===== config.mk =====
export PLATFORM = sky130hd
export DESIGN_NAME = sm83_opcode_predecoder_unit_flat
export DESIGN_NICKNAME = d
export VERILOG_FILES = /design/src/hw/rtl/sm83pd_pkg.sv /design/src/hw/rtl/sm83pd_in_if.sv /design/src/hw/rtl/sm83pd_out_if.sv /design/src/hw/rtl/sm83_opcode_predecoder_unit.sv /design/src/flat_wrapper.sv
export VERILOG_INCLUDE_DIRS = /design/src /design/src/hw/rtl
export SDC_FILE = /design/constraint.sdc
export NUM_CORES = 1
export LEC_CHECK = 0
export BUFFER_PORTS_ARGS = -buffer_cell sky130_fd_sc_hd__buf_4
export CAP_MARGIN = 0
export CORE_MARGIN = 5
export CORE_UTILIZATION = 31
export DETAILED_ROUTE_END_ITERATION = 10
export SLEW_MARGIN = 25
export SYNTH_ARGS = -nofsm -noshare
export SYNTH_HDL_FRONTEND = slang
export SYNTH_SLANG_ARGS = --single-unit
export TNS_END_PERCENT = 1

===== constraint.sdc =====
create_clock -name clk -period 3.4 [get_ports clk]
set_clock_uncertainty 0.2 [all_clocks]
set_input_delay 1.02 -clock clk [delete_from_list [all_inputs] [get_ports clk]]
set_output_delay 1.02 -clock clk [all_outputs]
set_load 0.01 [all_outputs]

===== src/hw/rtl/sm83_opcode_predecoder_unit_assert.svh =====
// assertion macros shared by the predecoder rtl
// no dependencies; pulled in with an include at the end of a module body
`ifndef SM83_OPCODE_PREDECODER_UNIT_ASSERT_SVH
`define SM83_OPCODE_PREDECODER_UNIT_ASSERT_SVH

// same-cycle implication, checked outside reset
`define SM83PD_ASSERT_IMPL(name, clock, reset, pre, post) \
  name: assert property (@(posedge clock) disable iff (reset) (pre) |-> (post)) \
    else $error("sm83pd: same-cycle check failed");

// next-cycle implication, checked outside reset
`define SM83PD_ASSERT_NEXT(name, clock, reset, pre, post) \
  name: assert property (@(posedge clock) disable iff (reset) (pre) |=> (post)) \
    else $error("sm83pd: next-cycle check failed");

`endif


===== src/hw/rtl/sm83pd_pkg.sv =====
// types, operand/mnemonic/condition codes and small helpers of the sm83 predecoder
// no dependencies
package sm83pd_pkg;

  typedef logic [1:0] len_t;
  typedef logic [5:0] mnem_t;
  typedef logic [4:0] opd_t;
  typedef logic [2:0] cond_t;

  // opcodes with a meaning of their own
  localparam logic [7:0] OPC_PREFIX = 8'hCB;
  localparam logic [7:0] OPC_HALT   = 8'h76;

  // mnemonic codes
  localparam mnem_t MN_BIT  = 6'd8;
  localparam mnem_t MN_HALT = 6'd11;
  localparam mnem_t MN_LD   = 6'd12;
  localparam mnem_t MN_ADD  = 6'd13;
  localparam mnem_t MN_NOP  = 6'd21;
  localparam mnem_t MN_STOP = 6'd22;
  localparam mnem_t MN_JR   = 6'd23;
  localparam mnem_t MN_INC  = 6'd24;
  localparam mnem_t MN_DEC  = 6'd25;
  localparam mnem_t MN_RLCA = 6'd26;
  localparam mnem_t MN_RET  = 6'd34;
  localparam mnem_t MN_LDH  = 6'd35;
  localparam mnem_t MN_POP  = 6'd36;
  localparam mnem_t MN_RETI = 6'd37;
  localparam mnem_t MN_JP   = 6'd38;
  localparam mnem_t MN_DI   = 6'd39;
  localparam mnem_t MN_EI   = 6'd40;
  localparam mnem_t MN_ILL  = 6'd41;
  localparam mnem_t MN_CALL = 6'd42;
  localparam mnem_t MN_PUSH = 6'd43;
  localparam mnem_t MN_RST  = 6'd44;

  // operand codes
  localparam opd_t OPD_NONE = 5'd0;
  localparam opd_t OPD_B    = 5'd1;
  localparam opd_t OPD_A    = 5'd8;
  localparam opd_t OPD_BC   = 5'd9;
  localparam opd_t OPD_HL   = 5'd11;
  localparam opd_t OPD_SP   = 5'd12;
  localparam opd_t OPD_AF   = 5'd13;
  localparam opd_t OPD_IBC  = 5'd14;
  localparam opd_t OPD_IA16 = 5'd18;
  localparam opd_t OPD_IA8  = 5'd19;
  localparam opd_t OPD_IC   = 5'd20;
  localparam opd_t OPD_D8   = 5'd21;
  localparam opd_t OPD_D16  = 5'd22;
  localparam opd_t OPD_E8   = 5'd23;
  localparam opd_t OPD_SPE  = 5'd24;
  localparam opd_t OPD_TGT  = 5'd25;

  // condition codes
  localparam cond_t COND_ALWAYS = 3'd0;
  localparam cond_t COND_NZ     = 3'd1;
  localparam cond_t COND_C      = 3'd4;

  localparam len_t LEN_1 = 2'd1;
  localparam len_t LEN_2 = 2'd2;
  localparam len_t LEN_3 = 2'd3;

  // how the last stage forms the branch target
  typedef enum logic [1:0] {
    TGT_NONE = 2'd0,
    TGT_REL  = 2'd1,
    TGT_ABS  = 2'd2,
    TGT_RST  = 2'd3
  } tgt_sel_t;

  // decoded item between the decode and target stages
  typedef struct packed {
    len_t        instr_length;
    mnem_t       mnemonic;
    opd_t        dest_operand;
    opd_t        src_operand;
    cond_t       condition;
    logic [2:0]  bit_index;
    logic [15:0] immediate;
    logic        illegal;
    tgt_sel_t    tgt_sel;
    logic [2:0]  rst_vec;
    logic [15:0] instr_address;
  } dec_t;

  function automatic opd_t reg8(input logic [2:0] i);
    return OPD_B + {2'b00, i};
  endfunction

  function automatic opd_t pair_sp(input logic [1:0] p);
    return OPD_BC + {3'b000, p};
  endfunction

  function automatic opd_t pair_af(input logic [1:0] p);
    return (p == 2'd3) ? OPD_AF : OPD_BC + {3'b000, p};
  endfunction

endpackage


===== src/hw/rtl/sm83pd_in_if.sv =====
// fetch-side channel of the predecoder: instruction address and three bytes
// depends on nothing
interface sm83pd_in_if;
  logic        valid;
  logic        ready;
  logic [15:0] instr_address;
  logic [7:0]  opcode_byte;
  logic [7:0]  second_byte;
  logic [7:0]  third_byte;

  modport source (output valid, output instr_address, output opcode_byte,
                  output second_byte, output third_byte, input ready);
  modport sink   (input valid, input instr_address, input opcode_byte,
                  input second_byte, input third_byte, output ready);
endinterface


===== src/hw/rtl/sm83pd_out_if.sv =====
// result channel of the predecoder: one decoded instruction per beat
// depends on sm83pd_pkg
interface sm83pd_out_if;
  import sm83pd_pkg::*;

  logic        valid;
  logic        ready;
  len_t        instr_length;
  mnem_t       mnemonic;
  opd_t        dest_operand;
  opd_t        src_operand;
  cond_t       condition;
  logic [2:0]  bit_index;
  logic [15:0] immediate;
  logic [15:0] branch_target;
  logic        illegal;

  modport source (output valid, output instr_length, output mnemonic,
                  output dest_operand, output src_operand, output condition,
                  output bit_index, output immediate, output branch_target,
                  output illegal, input ready);
  modport sink   (input valid, input instr_length, input mnemonic,
                  input dest_operand, input src_operand, input condition,
                  input bit_index, input immediate, input branch_target,
                  input illegal, output ready);
endinterface


===== src/hw/rtl/sm83_opcode_predecoder_unit.sv =====
// sm83 opcode predecoder, three-stage valid/ready pipeline
// depends on sm83pd_pkg, sm83pd_in_if, sm83pd_out_if and the assert macro header
//
// instr carries one instruction per beat: its address and the opcode byte with
// the two bytes after it (unused bytes may hold anything). result carries one
// decoded beat per instruction, in order: length, mnemonic, operands, condition,
// bit index, immediate, branch target and the illegal flag.
// stage 1 registers the fetched bytes, stage 2 decodes the opcode fields
// (including the prefixed page) and stage 3 forms the branch target and holds
// the result. a beat accepted on instr is held in the stage 1 register, then in
// the stage 2 register and then in the result register, and throughput is one
// beat per cycle while result.ready is high.
// each stage loads when it is empty or when the stage after it moves, so a
// stall on result.ready backs up one stage at a time; instr.ready drops only
// when all three stages are full and result.ready is low, and no beat is
// dropped or repeated.
// rst is synchronous and empties all stages; the data registers are not reset.
module sm83_opcode_predecoder_unit (
  input logic clk,
  input logic rst,
  sm83pd_in_if.sink    instr,
  sm83pd_out_if.source result
);
  import sm83pd_pkg::*;

  logic        s1_valid;
  logic [15:0] s1_addr;
  logic [7:0]  s1_op;
  logic [7:0]  s1_b1;
  logic [7:0]  s1_b2;

  logic s2_valid;
  dec_t s2_dec;
  dec_t dec_next;

  logic        s3_valid;
  logic [15:0] tgt_next;

  logic s1_en;
  logic s2_en;
  logic s3_en;

  assign s3_en = !s3_valid || result.ready;
  assign s2_en = !s2_valid || s3_en;
  assign s1_en = !s1_valid || s2_en;
  assign instr.ready = s1_en;

  always_ff @(posedge clk) begin
    if (rst) begin
      s1_valid <= 1'b0;
      s2_valid <= 1'b0;
      s3_valid <= 1'b0;
    end else begin
      if (s1_en) s1_valid <= instr.valid;
      if (s2_en) s2_valid <= s1_valid;
      if (s3_en) s3_valid <= s2_valid;
    end
  end

  // stage 1: capture the fetched bytes
  always_ff @(posedge clk) begin
    if (s1_en) begin
      s1_addr <= instr.instr_address;
      s1_op   <= instr.opcode_byte;
      s1_b1   <= instr.second_byte;
      s1_b2   <= instr.third_byte;
    end
  end

  // stage 2: opcode decode
  always_comb begin
    logic [1:0]  x;
    logic [2:0]  y;
    logic [2:0]  z;
    logic [1:0]  p;
    logic        q;
    logic [1:0]  cx;
    logic [2:0]  cy;
    logic [2:0]  cz;
    logic [15:0] d16;
    logic [15:0] e16;
    logic [15:0] d8;
    logic        ill;

    x   = s1_op[7:6];
    y   = s1_op[5:3];
    z   = s1_op[2:0];
    p   = y[2:1];
    q   = y[0];
    cx  = s1_b1[7:6];
    cy  = s1_b1[5:3];
    cz  = s1_b1[2:0];
    d16 = {s1_b2, s1_b1};
    e16 = {{8{s1_b1[7]}}, s1_b1};
    d8  = {8'h00, s1_b1};
    ill = 1'b0;

    dec_next               = '0;
    dec_next.instr_length  = LEN_1;
    dec_next.mnemonic      = MN_NOP;
    dec_next.tgt_sel       = TGT_NONE;
    dec_next.rst_vec       = y;
    dec_next.instr_address = s1_addr;

    if (s1_op == OPC_PREFIX) begin
      dec_next.instr_length = LEN_2;
      dec_next.dest_operand = reg8(cz);
      if (cx == 2'd0) begin
        dec_next.mnemonic = {3'b000, cy};
      end else begin
        dec_next.mnemonic  = MN_BIT + {4'b0000, cx} - 6'd1;
        dec_next.bit_index = cy;
      end
    end else begin
      unique case (x)
        2'd1: begin
          if (s1_op == OPC_HALT) begin
            dec_next.mnemonic = MN_HALT;
          end else begin
            dec_next.mnemonic     = MN_LD;
            dec_next.dest_operand = reg8(y);
            dec_next.src_operand  = reg8(z);
          end
        end
        2'd2: begin
          dec_next.mnemonic     = MN_ADD + {3'b000, y};
          dec_next.dest_operand = OPD_A;
          dec_next.src_operand  = reg8(z);
        end
        2'd0: begin
          unique case (z)
            3'd0: begin
              if (y == 3'd0) begin
                dec_next.mnemonic = MN_NOP;
              end else if (y == 3'd1) begin
                dec_next.instr_length = LEN_3;
                dec_next.mnemonic     = MN_LD;
                dec_next.dest_operand = OPD_IA16;
                dec_next.src_operand  = OPD_SP;
                dec_next.immediate    = d16;
              end else if (y == 3'd2) begin
                dec_next.instr_length = LEN_2;
                dec_next.mnemonic     = MN_STOP;
              end else begin
                dec_next.instr_length = LEN_2;
                dec_next.mnemonic     = MN_JR;
                dec_next.dest_operand = OPD_TGT;
                dec_next.condition    = (y == 3'd3) ? COND_ALWAYS : y - 3'd3;
                dec_next.immediate    = e16;
                dec_next.tgt_sel      = TGT_REL;
              end
            end
            3'd1: begin
              if (!q) begin
                dec_next.instr_length = LEN_3;
                dec_next.mnemonic     = MN_LD;
                dec_next.dest_operand = pair_sp(p);
                dec_next.src_operand  = OPD_D16;
                dec_next.immediate    = d16;
              end else begin
                dec_next.mnemonic     = MN_ADD;
                dec_next.dest_operand = OPD_HL;
                dec_next.src_operand  = pair_sp(p);
              end
            end
            3'd2: begin
              dec_next.mnemonic = MN_LD;
              if (!q) begin
                dec_next.dest_operand = OPD_IBC + {3'b000, p};
                dec_next.src_operand  = OPD_A;
              end else begin
                dec_next.dest_operand = OPD_A;
                dec_next.src_operand  = OPD_IBC + {3'b000, p};
              end
            end
            3'd3: begin
              dec_next.mnemonic     = q ? MN_DEC : MN_INC;
              dec_next.dest_operand = pair_sp(p);
            end
            3'd4: begin
              dec_next.mnemonic     = MN_INC;
              dec_next.dest_operand = reg8(y);
            end
            3'd5: begin
              dec_next.mnemonic     = MN_DEC;
              dec_next.dest_operand = reg8(y);
            end
            3'd6: begin
              dec_next.instr_length = LEN_2;
              dec_next.mnemonic     = MN_LD;
              dec_next.dest_operand = reg8(y);
              dec_next.src_operand  = OPD_D8;
              dec_next.immediate    = d8;
            end
            default: begin
              dec_next.mnemonic = MN_RLCA + {3'b000, y};
            end
          endcase
        end
        default: begin
          unique case (z)
            3'd0: begin
              if (!y[2]) begin
                dec_next.mnemonic  = MN_RET;
                dec_next.condition = {1'b0, y[1:0]} + COND_NZ;
              end else begin
                dec_next.instr_length = LEN_2;
                unique case (y[1:0])
                  2'd0: begin
                    dec_next.mnemonic     = MN_LDH;
                    dec_next.dest_operand = OPD_IA8;
                    dec_next.src_operand  = OPD_A;
                    dec_next.immediate    = d8;
                  end
                  2'd1: begin
                    dec_next.mnemonic     = MN_ADD;
                    dec_next.dest_operand = OPD_SP;
                    dec_next.src_operand  = OPD_E8;
                    dec_next.immediate    = e16;
                  end
                  2'd2: begin
                    dec_next.mnemonic     = MN_LDH;
                    dec_next.dest_operand = OPD_A;
                    dec_next.src_operand  = OPD_IA8;
                    dec_next.immediate    = d8;
                  end
                  default: begin
                    dec_next.mnemonic     = MN_LD;
                    dec_next.dest_operand = OPD_HL;
                    dec_next.src_operand  = OPD_SPE;
                    dec_next.immediate    = e16;
                  end
                endcase
              end
            end
            3'd1: begin
              if (!q) begin
                dec_next.mnemonic     = MN_POP;
                dec_next.dest_operand = pair_af(p);
              end else begin
                unique case (p)
                  2'd0: dec_next.mnemonic = MN_RET;
                  2'd1: dec_next.mnemonic = MN_RETI;
                  2'd2: begin
                    // jump through hl: target unknown at decode
                    dec_next.mnemonic     = MN_JP;
                    dec_next.dest_operand = OPD_HL;
                  end
                  default: begin
                    dec_next.mnemonic     = MN_LD;
                    dec_next.dest_operand = OPD_SP;
                    dec_next.src_operand  = OPD_HL;
                  end
                endcase
              end
            end
            3'd2: begin
              if (!y[2]) begin
                dec_next.instr_length = LEN_3;
                dec_next.mnemonic     = MN_JP;
                dec_next.dest_operand = OPD_TGT;
                dec_next.condition    = {1'b0, y[1:0]} + COND_NZ;
                dec_next.immediate    = d16;
                dec_next.tgt_sel      = TGT_ABS;
              end else begin
                unique case (y[1:0])
                  2'd0: begin
                    dec_next.mnemonic     = MN_LDH;
                    dec_next.dest_operand = OPD_IC;
                    dec_next.src_operand  = OPD_A;
                  end
                  2'd1: begin
                    dec_next.instr_length = LEN_3;
                    dec_next.mnemonic     = MN_LD;
                    dec_next.dest_operand = OPD_IA16;
                    dec_next.src_operand  = OPD_A;
                    dec_next.immediate    = d16;
                  end
                  2'd2: begin
                    dec_next.mnemonic     = MN_LDH;
                    dec_next.dest_operand = OPD_A;
                    dec_next.src_operand  = OPD_IC;
                  end
                  default: begin
                    dec_next.instr_length = LEN_3;
                    dec_next.mnemonic     = MN_LD;
                    dec_next.dest_operand = OPD_A;
                    dec_next.src_operand  = OPD_IA16;
                    dec_next.immediate    = d16;
                  end
                endcase
              end
            end
            3'd3: begin
              if (y == 3'd0) begin
                dec_next.instr_length = LEN_3;
                dec_next.mnemonic     = MN_JP;
                dec_next.dest_operand = OPD_TGT;
                dec_next.immediate    = d16;
                dec_next.tgt_sel      = TGT_ABS;
              end else if (y == 3'd6) begin
                dec_next.mnemonic = MN_DI;
              end else if (y == 3'd7) begin
                dec_next.mnemonic = MN_EI;
              end else begin
                ill = 1'b1;
              end
            end
            3'd4: begin
              if (!y[2]) begin
                dec_next.instr_length = LEN_3;
                dec_next.mnemonic     = MN_CALL;
                dec_next.dest_operand = OPD_TGT;
                dec_next.condition    = {1'b0, y[1:0]} + COND_NZ;
                dec_next.immediate    = d16;
                dec_next.tgt_sel      = TGT_ABS;
              end else begin
                ill = 1'b1;
              end
            end
            3'd5: begin
              if (!q) begin
                dec_next.mnemonic     = MN_PUSH;
                dec_next.dest_operand = pair_af(p);
              end else if (p == 2'd0) begin
                dec_next.instr_length = LEN_3;
                dec_next.mnemonic     = MN_CALL;
                dec_next.dest_operand = OPD_TGT;
                dec_next.immediate    = d16;
                dec_next.tgt_sel      = TGT_ABS;
              end else begin
                ill = 1'b1;
              end
            end
            3'd6: begin
              dec_next.instr_length = LEN_2;
              dec_next.mnemonic     = MN_ADD + {3'b000, y};
              dec_next.dest_operand = OPD_A;
              dec_next.src_operand  = OPD_D8;
              dec_next.immediate    = d8;
            end
            default: begin
              dec_next.mnemonic     = MN_RST;
              dec_next.dest_operand = OPD_TGT;
              dec_next.tgt_sel      = TGT_RST;
            end
          endcase
        end
      endcase
    end

    // unused opcodes: everything but length, mnemonic and the flag is zero
    if (ill) begin
      dec_next              = '0;
      dec_next.instr_length = LEN_1;
      dec_next.mnemonic     = MN_ILL;
      dec_next.illegal      = 1'b1;
      dec_next.tgt_sel      = TGT_NONE;
    end
  end

  always_ff @(posedge clk) begin
    if (s2_en) s2_dec <= dec_next;
  end

  // stage 3: branch target
  always_comb begin
    unique case (s2_dec.tgt_sel)
      TGT_REL:  tgt_next = s2_dec.instr_address + 16'd2 + s2_dec.immediate;
      TGT_ABS:  tgt_next = s2_dec.immediate;
      TGT_RST:  tgt_next = {10'd0, s2_dec.rst_vec, 3'b000};
      default:  tgt_next = 16'd0;
    endcase
  end

  always_ff @(posedge clk) begin
    if (s3_en) begin
      result.instr_length  <= s2_dec.instr_length;
      result.mnemonic      <= s2_dec.mnemonic;
      result.dest_operand  <= s2_dec.dest_operand;
      result.src_operand   <= s2_dec.src_operand;
      result.condition     <= s2_dec.condition;
      result.bit_index     <= s2_dec.bit_index;
      result.immediate     <= s2_dec.immediate;
      result.branch_target <= tgt_next;
      result.illegal       <= s2_dec.illegal;
    end
  end

  assign result.valid = s3_valid;

  `include "sm83_opcode_predecoder_unit_assert.svh"

  `SM83PD_ASSERT_NEXT(a_s1_fill, clk, rst, instr.valid && instr.ready, s1_valid)
  `SM83PD_ASSERT_NEXT(a_s2_fill, clk, rst, s1_valid && s2_en, s2_valid)
  `SM83PD_ASSERT_NEXT(a_s3_fill, clk, rst, s2_valid && s3_en, result.valid)
  `SM83PD_ASSERT_IMPL(a_ill_form, clk, rst, result.valid && result.illegal, result.instr_length == LEN_1 && result.mnemonic == MN_ILL && result.branch_target == 16'd0)
  `SM83PD_ASSERT_IMPL(a_rst_form, clk, rst, result.valid && result.mnemonic == MN_RST, result.branch_target[2:0] == 3'b000 && result.immediate == 16'd0)
  `SM83PD_ASSERT_IMPL(a_cond_range, clk, rst, result.valid, result.condition <= COND_C)

endmodule


===== src/flat_wrapper.sv =====
// flat-port wrapper written by rule: the top's interface ports become plain ports
module sm83_opcode_predecoder_unit_flat import sm83pd_pkg::*;
  (clk, rst, instr_valid, instr_instr_address, instr_opcode_byte, instr_second_byte, instr_third_byte, instr_ready, result_valid, result_instr_length, result_mnemonic, result_dest_operand, result_src_operand, result_condition, result_bit_index, result_immediate, result_branch_target, result_illegal, result_ready);
  sm83pd_in_if instr_i ();
  sm83pd_out_if result_i ();
  input logic clk;
  input logic rst;
  input wire logic [$bits(instr_i.valid)-1:0] instr_valid;
  input wire logic [$bits(instr_i.instr_address)-1:0] instr_instr_address;
  input wire logic [$bits(instr_i.opcode_byte)-1:0] instr_opcode_byte;
  input wire logic [$bits(instr_i.second_byte)-1:0] instr_second_byte;
  input wire logic [$bits(instr_i.third_byte)-1:0] instr_third_byte;
  output wire logic [$bits(instr_i.ready)-1:0] instr_ready;
  output wire logic [$bits(result_i.valid)-1:0] result_valid;
  output wire logic [$bits(result_i.instr_length)-1:0] result_instr_length;
  output wire logic [$bits(result_i.mnemonic)-1:0] result_mnemonic;
  output wire logic [$bits(result_i.dest_operand)-1:0] result_dest_operand;
  output wire logic [$bits(result_i.src_operand)-1:0] result_src_operand;
  output wire logic [$bits(result_i.condition)-1:0] result_condition;
  output wire logic [$bits(result_i.bit_index)-1:0] result_bit_index;
  output wire logic [$bits(result_i.immediate)-1:0] result_immediate;
  output wire logic [$bits(result_i.branch_target)-1:0] result_branch_target;
  output wire logic [$bits(result_i.illegal)-1:0] result_illegal;
  input wire logic [$bits(result_i.ready)-1:0] result_ready;
  assign instr_i.valid = instr_valid;
  assign instr_i.instr_address = instr_instr_address;
  assign instr_i.opcode_byte = instr_opcode_byte;
  assign instr_i.second_byte = instr_second_byte;
  assign instr_i.third_byte = instr_third_byte;
  assign instr_ready = instr_i.ready;
  assign result_valid = result_i.valid;
  assign result_instr_length = result_i.instr_length;
  assign result_mnemonic = result_i.mnemonic;
  assign result_dest_operand = result_i.dest_operand;
  assign result_src_operand = result_i.src_operand;
  assign result_condition = result_i.condition;
  assign result_bit_index = result_i.bit_index;
  assign result_immediate = result_i.immediate;
  assign result_branch_target = result_i.branch_target;
  assign result_illegal = result_i.illegal;
  assign result_i.ready = result_ready;
  sm83_opcode_predecoder_unit u_core (.clk(clk), .rst(rst), .instr(instr_i), .result(result_i));
endmodule

* Word-level counts from Yosys, hierarchy flattened *
Index checks and enable logic that the tools add are counted.
W data, S select, Z words.

word-level totals
  flip-flop bits (word level) = 162
  logic and storage cells = 179

operators by class
  add/subtract/negate cells = 13
  eq/ne operators = 23
  mux-type cells = 91
  bitwise logic cells = 1
  reduce and logical (&&, ||, !) cells = 24

operators by type and width
  kind                     number
  $pmux W16 S3             5
  $mux W16                 12
  $pmux W16 S6             1
  $pmux W11 S7             1
  $mux W13                 5
  $pmux W5 S4              2
  $mux W6                  6
  $pmux W6 S6              1
  $mux W11                 3
  $pmux W16 S2             1
  $mux W10                 3
  $mux W2                  14
  $mux W5                  5
  $pmux W5 S5              1
  $mux W22                 1
  $mux W3                  7
  $pmux W6 S3              1
  $reduce_or A3 Y1         6
  $add A16 B16 Y16         1
  $add A16 B2 Y16 const B  1
  $add A4 B2 Y5 const A    3
  $eq A3 B3 Y1 const B     5
  $add A1 B3 Y4 const A    3
  $eq A2 B2 Y1 const B     6
  26 further kinds         58

* Logic depth before layout (Yosys ltp) *
Gate-level depths: netlist of the first run.

  depth after elaboration = 8
  depth in mapped cells = 10

* Worst setup path after synthesis of the first run *
No wires, ideal clock.

  path kind = input port to output port
  from = in result_ready
  to = out instr_ready
  arrival = 2.178 ns
  path slack = 0.002 ns
  cell stages on the path = 3
  buffers on the path = 0
  cells stage by stage = nor2b_1 -> and2_1 -> nand2_1

between the ends
  longest elaborated chain between the ends = 3

ends and longest elaborated chain
  what                line                               source
  start, declared     flat_wrapper.sv:24                 input wire logic [$bits(result_i.ready)-1:0] result_ready;
  $logic_or A1 B1 Y1  sm83_opcode_predecoder_unit.sv:43  assign s3_en = !s3_valid || result.ready;
  $logic_or A1 B1 Y1  sm83_opcode_predecoder_unit.sv:44  assign s2_en = !s2_valid || s3_en;
  $logic_or A1 B1 Y1  sm83_opcode_predecoder_unit.sv:45  assign s1_en = !s1_valid || s2_en;
  end, declared       flat_wrapper.sv:13                 output wire logic [$bits(instr_i.ready)-1:0] instr_ready;

Every way passes these cells.

* Final worst setup path of the first run *
Ends and elaborated chain as after synthesis.

==> results of run 1 <==
[cell usage in the layout (no fill, tap or decap), types with 10 or more instances in the layout]
cell	instances
nand2_1	62
ha_1	59
nor2_1	42
nand3_1	15
a31oi_1	10
and3_1	13
inv_1	24
o21ai_0	54
clkbuf_16	17
edfxtp_1	159
nand2b_1	13
o22ai_1	15
a21oi_1	66
nor2b_1	29
nor3_1	15
buf_4	143
[registers in the layout (all words and copies together) (netlist names), 2 cells and up]
name and flops:
u_core.s2_dec 62, u_core.result.branch_target 16, u_core.result.immediate 16, u_core.s1_addr 16, u_core.s1_b1 8, u_core.s1_b2 8, u_core.s1_op 8, u_core.result.mnemonic 6
u_core.result.dest_operand 5, u_core.result.src_operand 5, u_core.result.bit_index 3, u_core.result.condition 3, u_core.result.instr_length 2
[cell families after synthesis]
kind of cell,Yosys count
buffers and inverters,63
DFF,162
adders and majority gates,60
and+or+nand+nor,213
muxes,6
xor gates and xnor gates,10
AOI/OAI and AO/OA,229
[through the flow]
step,setup slack (ns),utilization,std cells,power [µW],hold WS (ns)
floorplan,0.00188,-,743,2730,0.200
global placement,0.381,0.369,1195,3010,0.204
detailed placement,0.358,0.369,1195,3010,0.205
CTS,0.357,0.392,1226,5110,0.218
global route,0.293,0.392,1226,5270,0.222
finish,0.347,0.392,1226,5080,0.218
[worst paths after layout]
| path | from | to | slack (ns) |
|---|---|---|---|
| max | result_ready | instr_ready | 0.35 |
| min | u_core.s2_dec[21] | u_core.result.illegal | 0.22 |
| max reg2reg | u_core.s1_op[1] | u_core.s2_dec[37] | 0.44 |
| min reg2reg | u_core.s2_dec[21] | u_core.result.illegal | 0.22 |
[worst max-delay path, delay by kind of cell]
| family | cells | cell delay, ns |
|---|---|---|
| buffers and inverters | 2 | 0.26 |
| AND/OR/NAND/NOR | 3 | 0.56 |
[power by group]
| part | total [µW] | internal [µW] | switching (µW) |
|---|---|---|---|
| clock network | 2110 | 1310 | 802 |
| registers | 2370 | 2320 | 57.3 |
| logic | 598 | 256 | 342 |
[cells in the mapped netlist, types with 4 or more instances]
master and n:
a211oi_1 7, a21boi_0 4, a21o_1 7, a21oi_1 66, a22o_1 7, a22oi_1 7
a31oi_1 10, a32oi_1 5, and2_1 4, and3_1 13, buf_2 9, buf_4 4
clkbuf_1 22, edfxtp_1 159, ha_1 59, inv_1 26, nand2_1 63, nand2b_1 13
nand3_1 15, nor2_1 42, nor2b_1 29, nor3_1 15, o2111ai_1 4, o211ai_1 7
o21ai_0 54, o22ai_1 15, o31ai_1 7, xnor2_1 7
[layer usage]
layer | GRT usage | vias up | wire [µm]
met5 | 0 | - | 0
met2 | 0.255 | 256 | 11600
li1 | - | 3079 | -
met4 | 0.0575 | 0 | 531
met3 | 0.0392 | 37 | 1670
met1 | 0.213 | 3103 | 11200
[cell type report]
type / instances / area [µm²]
Clock buffer: 19 / 433
Clock inverter: 12 / 205
Fill cell: 2654 / 16400
Inverter: 27 / 101
Multi-Input combinational cell: 518 / 3440
Sequential cell: 162 / 4830
Tap cell: 341 / 427
Timing Repair Buffer: 147 / 1150
==> flow_summary.ini, run 1 <==
[synthesis]
synth-async-reset-ratio = 0
synth_enable_flop_cells = 159
netlist_instances = 743
synth_compound_gate_area_share = 0.172
yosys_warnings = 0
cell_area_after_synthesis_um2 = 8540
synth_flop_cell = edfxtp_1
synth_fp_nets = 847
yosys.area.top_type = edfxtp_1
muxShareOfSynthArea = 0.00747
synth.avg_cell_area_um2 = 11.5
synth_area_in_xor_xnor = 0.0103
flip_flop_and_latch_count_after_synthesis = 162
synth_sequential_area_ratio = 0.566
combinational_family_with_the_most_area_after_synthesis = compound AO/OA/AOI/OAI gates
synth_adder_area_share = 0.0888
yosys.area_share.simple = 0.125
yosys-top-cells-area = edfxtp_1 (56%), ha_1 (8.6%), a21oi_1 (3.9%), o21ai_0 (3.2%), nand2_1 (2.8%)
post-synth-top-area-fraction = 0.559
yosysUniqueCellTypes = 72

[routing]
drc = 0
viasPerCell = 5.28
first_iter_violations = 643
antenna_left = 0
firstDrtPassIters = 5
postRouteWirelength_um = 24900
vias = 6475
wire_per_inst_um = 20.3

[critical_path]
cp_cell_sequence = buf_4, nor2b_1, and2_1, nand2_2, buf_4
critical_path.max_stage_delay_ns = 0.25
worst-endpoint-required_ns = 2.18
critical_path.most_common_cell = buf_4
critPathLaunchType = input port
critical_path_arrival_ns = 1.83
critPathSlowestCell = and2_1
worstPathMaxFanout = 4
worst-setup-path-type = in -> out
endpoint_kind = output pin
timing.reg2reg.worst_path_depth = 7

[clocking]
cts_made_buffers = 17
cts_resized = 0
clk_latency_ns = 0.43
cts_max_level = 4
cts.hold.buffers_added = 0
cts-root-buf = clkbuf_16
tritoncts_clock_tree = yes
cts_setup_buffers = 0
clock_sinks = 162
max-clock-path-buffers = 2
clk_pin_slew_ns = 0.06

[cells_and_area]
final_layout_size_suffix_gt1_frac = 0.218
flow.area_growth_from_synthesis_pct = 24.1
fin_nets = 977
post-route-cell-area_um2 = 10600
antennaDiodeCount = 0

[sta]
max_frequency_mhz = 328
worst_tran_pin_value_ns = 0.751
fin_tns_setup_ns = 0
slew_headroom = 0.498
finish_stage_setup_viols = 0
rsz_0062_raised_after_global_routing = no
period_minus_slack_ns = 3.05
timing.final.crit_share = 0.898
report.final.hold_viol_count = 0
final_number_of_max_transition_violations = 0

[global_route]
global_route.overflow_total = 0
groute.usage.overall = 0.160
first_pass_grt_wire_length_um = 38100
antenna_found_initial = 0
first_global_vias = 6507
grt_max_degree = 58

[flow_run]
max-cap-violations = 0

[die]
placeableCoreArea_um2 = 27000
dieWidth_um = 176
floorplan.io_pins = 103
placementRows = 60
dieArea_um2 = 31000
floorplan.initialDensity = 0.316
die_y_um = 176

[worst_hold_path]
worst_hold_path.num_cells = 0
hold_path_class = reg -> reg

[placed_design]
detailed_place_hpwl_um = 18400
gp_congestion = 0.982
dpl_cell_area_um2 = 9960
number_of_port_buffers = 102

[pwr]
power.density_nw_per_um2 = 479
vdd_drop_max_mv = 0.339
leak_pwr_uw = 0.00439

[status]
run_status = completed
Note: power is estimated with default switching activity, not from simulation.
==> run 2: changes to the inputs <==
--- a/config.mk
+++ b/config.mk
@@ -12,5 +12,5 @@
 export CORE_UTILIZATION = 31
 export DETAILED_ROUTE_END_ITERATION = 10
-export SLEW_MARGIN = 25
+export SLEW_MARGIN = 20
 export SYNTH_ARGS = -nofsm -noshare
 export SYNTH_HDL_FRONTEND = slang
==> constraint.sdc (replaced) <==
create_clock -name clk -period 3.4 [get_ports clk]
set_clock_uncertainty 0.2 [all_clocks]
set_input_delay 0.17 -clock clk [delete_from_list [all_inputs] [get_ports clk]]
set_output_delay 0.17 -clock clk [all_outputs]
set_load 0.01 [all_outputs]
==> flow_summary.ini, run 2 (synthesis results as in run 1) <==
[sta]
finish_stage_setup_viols = 0
final_number_of_max_transition_violations = 0
worst_tran_pin_value_ns = 0.831
report.final.hold_viol_count = 0
timing.final.crit_share = 0.929
rsz_0062_raised_after_global_routing = no
slew_headroom = 0.445
worst_slack_ns = 0.241
fin_tns_setup_ns = 0
max_frequency_mhz = 317
finalHoldWorstSlack_ns = 0.217
period_minus_slack_ns = 3.16

[critical_path]
critPathSlowestCell = or4_1
critPathLaunchType = register
critical_path.max_stage_delay_ns = 0.53
critical_path_buf_inv_count = 2
crit_path_start = u_core.s2_dec[23]
cp_cell_sequence = inv_1, ha_1, inv_1, ha_1, fa_1, a21o_1, a221oi_2, o221ai_2, or4_1, nand3_1
endpoint_kind = register
worst-setup-path-type = reg -> reg
worst_path_dominant_cell_family = adder cells
worstPathMaxFanout = 4
worst-endpoint-required_ns = 3.48
rr_startpoint = u_core.s2_dec[23]
critical_path_arrival_ns = 3.24

[pwr]
pwr-share-comb = 0.132
power_switching_uw = 1290
seq_power_share = 0.485
power.density_nw_per_um2 = 448
leak_pwr_uw = 0.00451
post-layout-total-power_uw = 4890
internal_power_contribution_uw = 3600
clock_power_share = 0.384
switching_fraction_of_total_power = 0.264
vdd_drop_max_mv = 0.353

[clocking]
cts_max_level = 4
clock_sinks = 162
tritoncts_clock_tree = yes
cts_made_buffers = 17
cts_resized = 0
clk_latency_ns = 0.44
clk_pin_slew_ns = 0.07
max-clock-path-buffers = 2
cts-root-buf = clkbuf_16

[routing]
vias = 6628
viasPerCell = 5.23
first_iter_violations = 620
wire_per_inst_um = 19.8
drc = 0
antenna_left = 0
postRouteWirelength_um = 25100
firstDrtPassIters = 7

[global_route]
first_global_vias = 6594
groute.usage.overall = 0.162
grt_max_degree = 63
antenna_found_initial = 0
global_route.overflow_total = 0
first_pass_grt_wire_length_um = 38800

[cells_and_area]
largest_register_ffs = 62
mostFrequentLayoutCells = edfxtp_1 (159), buf_4 (143), a21oi_1 (66)
antennaDiodeCount = 0
post-route-cell-area_um2 = 10900
final_layout_size_suffix_gt1_frac = 0.210
largest_register = u_core.s2_dec
fin_nets = 1017
flow.area_growth_from_synthesis_pct = 27.8
most_common_cell_after_layout_fill_and_taps_aside = edfxtp_1

[placed_design]
place_worst_setup_slack_ns = 0.277
detailed_place_hpwl_um = 18200
number_of_port_buffers = 102
gp_congestion = 1.01
dpl_cell_area_um2 = 9900

[status]
run_status = completed

[flow_run]
max-cap-violations = 0

[worst_hold_path]
hold_path_class = reg -> reg
min-delay-start = u_core.s2_dec[50]

[die]
floorplan.initialDensity = 0.316
floorplan.io_pins = 103
die_y_um = 176
placementRows = 60
placeableCoreArea_um2 = 27000
dieWidth_um = 176
dieArea_um2 = 31000
[run 2: changes by cell type in the layout (fill, tap and decap cells not counted)]
cell           delta
clkinv_1          -1
buf_12            -3
clkinv_4          +1
clkinv_8          +1
inv_8             +4
dlygate4sd3_1    +43
clkbuf_1          -2
bufinv_16         -5
clkbuf_8          +1
inv_6             +2
[run 2: through the flow]
stage | cells | utilization
3_5_place_dp | 1192 | 0.366
2_1_floorplan | 743 | -
3_3_place_gp | 1192 | 0.366
4_1_cts | 1267 | 0.404
6_report | 1267 | 0.404
5_1_grt | 1267 | 0.404
[run 2: power by group through the flow]
stage	sequential [µW]	combinational (µW)	clock (µW)
floorplan	2420	308	0
global placement	2410	596	0
detailed placement	2410	592	0
CTS	2370	637	1930
global route	2380	696	2020
finish	2370	643	1870
[run 2: path summary, 6_finish.rpt]
kind,endpoint,slack [ns],cells past startpoint
max reg2reg,u_core.result.branch_target[15],0.24,10
max,u_core.result.branch_target[15],0.24,10
min reg2reg,u_core.result.dest_operand[1],0.22,0
min,u_core.result.dest_operand[1],0.22,0
[run 2: cell type report]
class | instances | area [µm²]
fillers | 2610 | 16100
flip-flops and latches | 162 | 4830
multi-input cells | 518 | 3440
repair buffers | 187 | 1520
clock buffers | 18 | 439
well taps | 341 | 427
clock inverters | 14 | 139
inverters | 27 | 101
[run 2: worst reg2reg max path, cell delays in order, from the launching register on]
cell,delay [ns]
edfxtp_1,0.36
inv_1,0.05
ha_1,0.26
inv_1,0.04
ha_1,0.22
fa_1,0.41
a21o_1,0.22
a221oi_2,0.42
o221ai_2,0.20
or4_1,0.53
nand3_1,0.10
[run 2: routing by layer]
layer  track usage  wire length [µm]
met1         0.221             11300
met2         0.255             11700
met3        0.0388              1760
met4        0.0504               450
met5             0                 0
[run 2: timing repair]
| item | in CTS | in global routing |
|---|---|---|
| hold buffers | 43 | 0 |
| setup buffers | 0 | 0 |
| hold endpoints to repair | 43 | 0 |
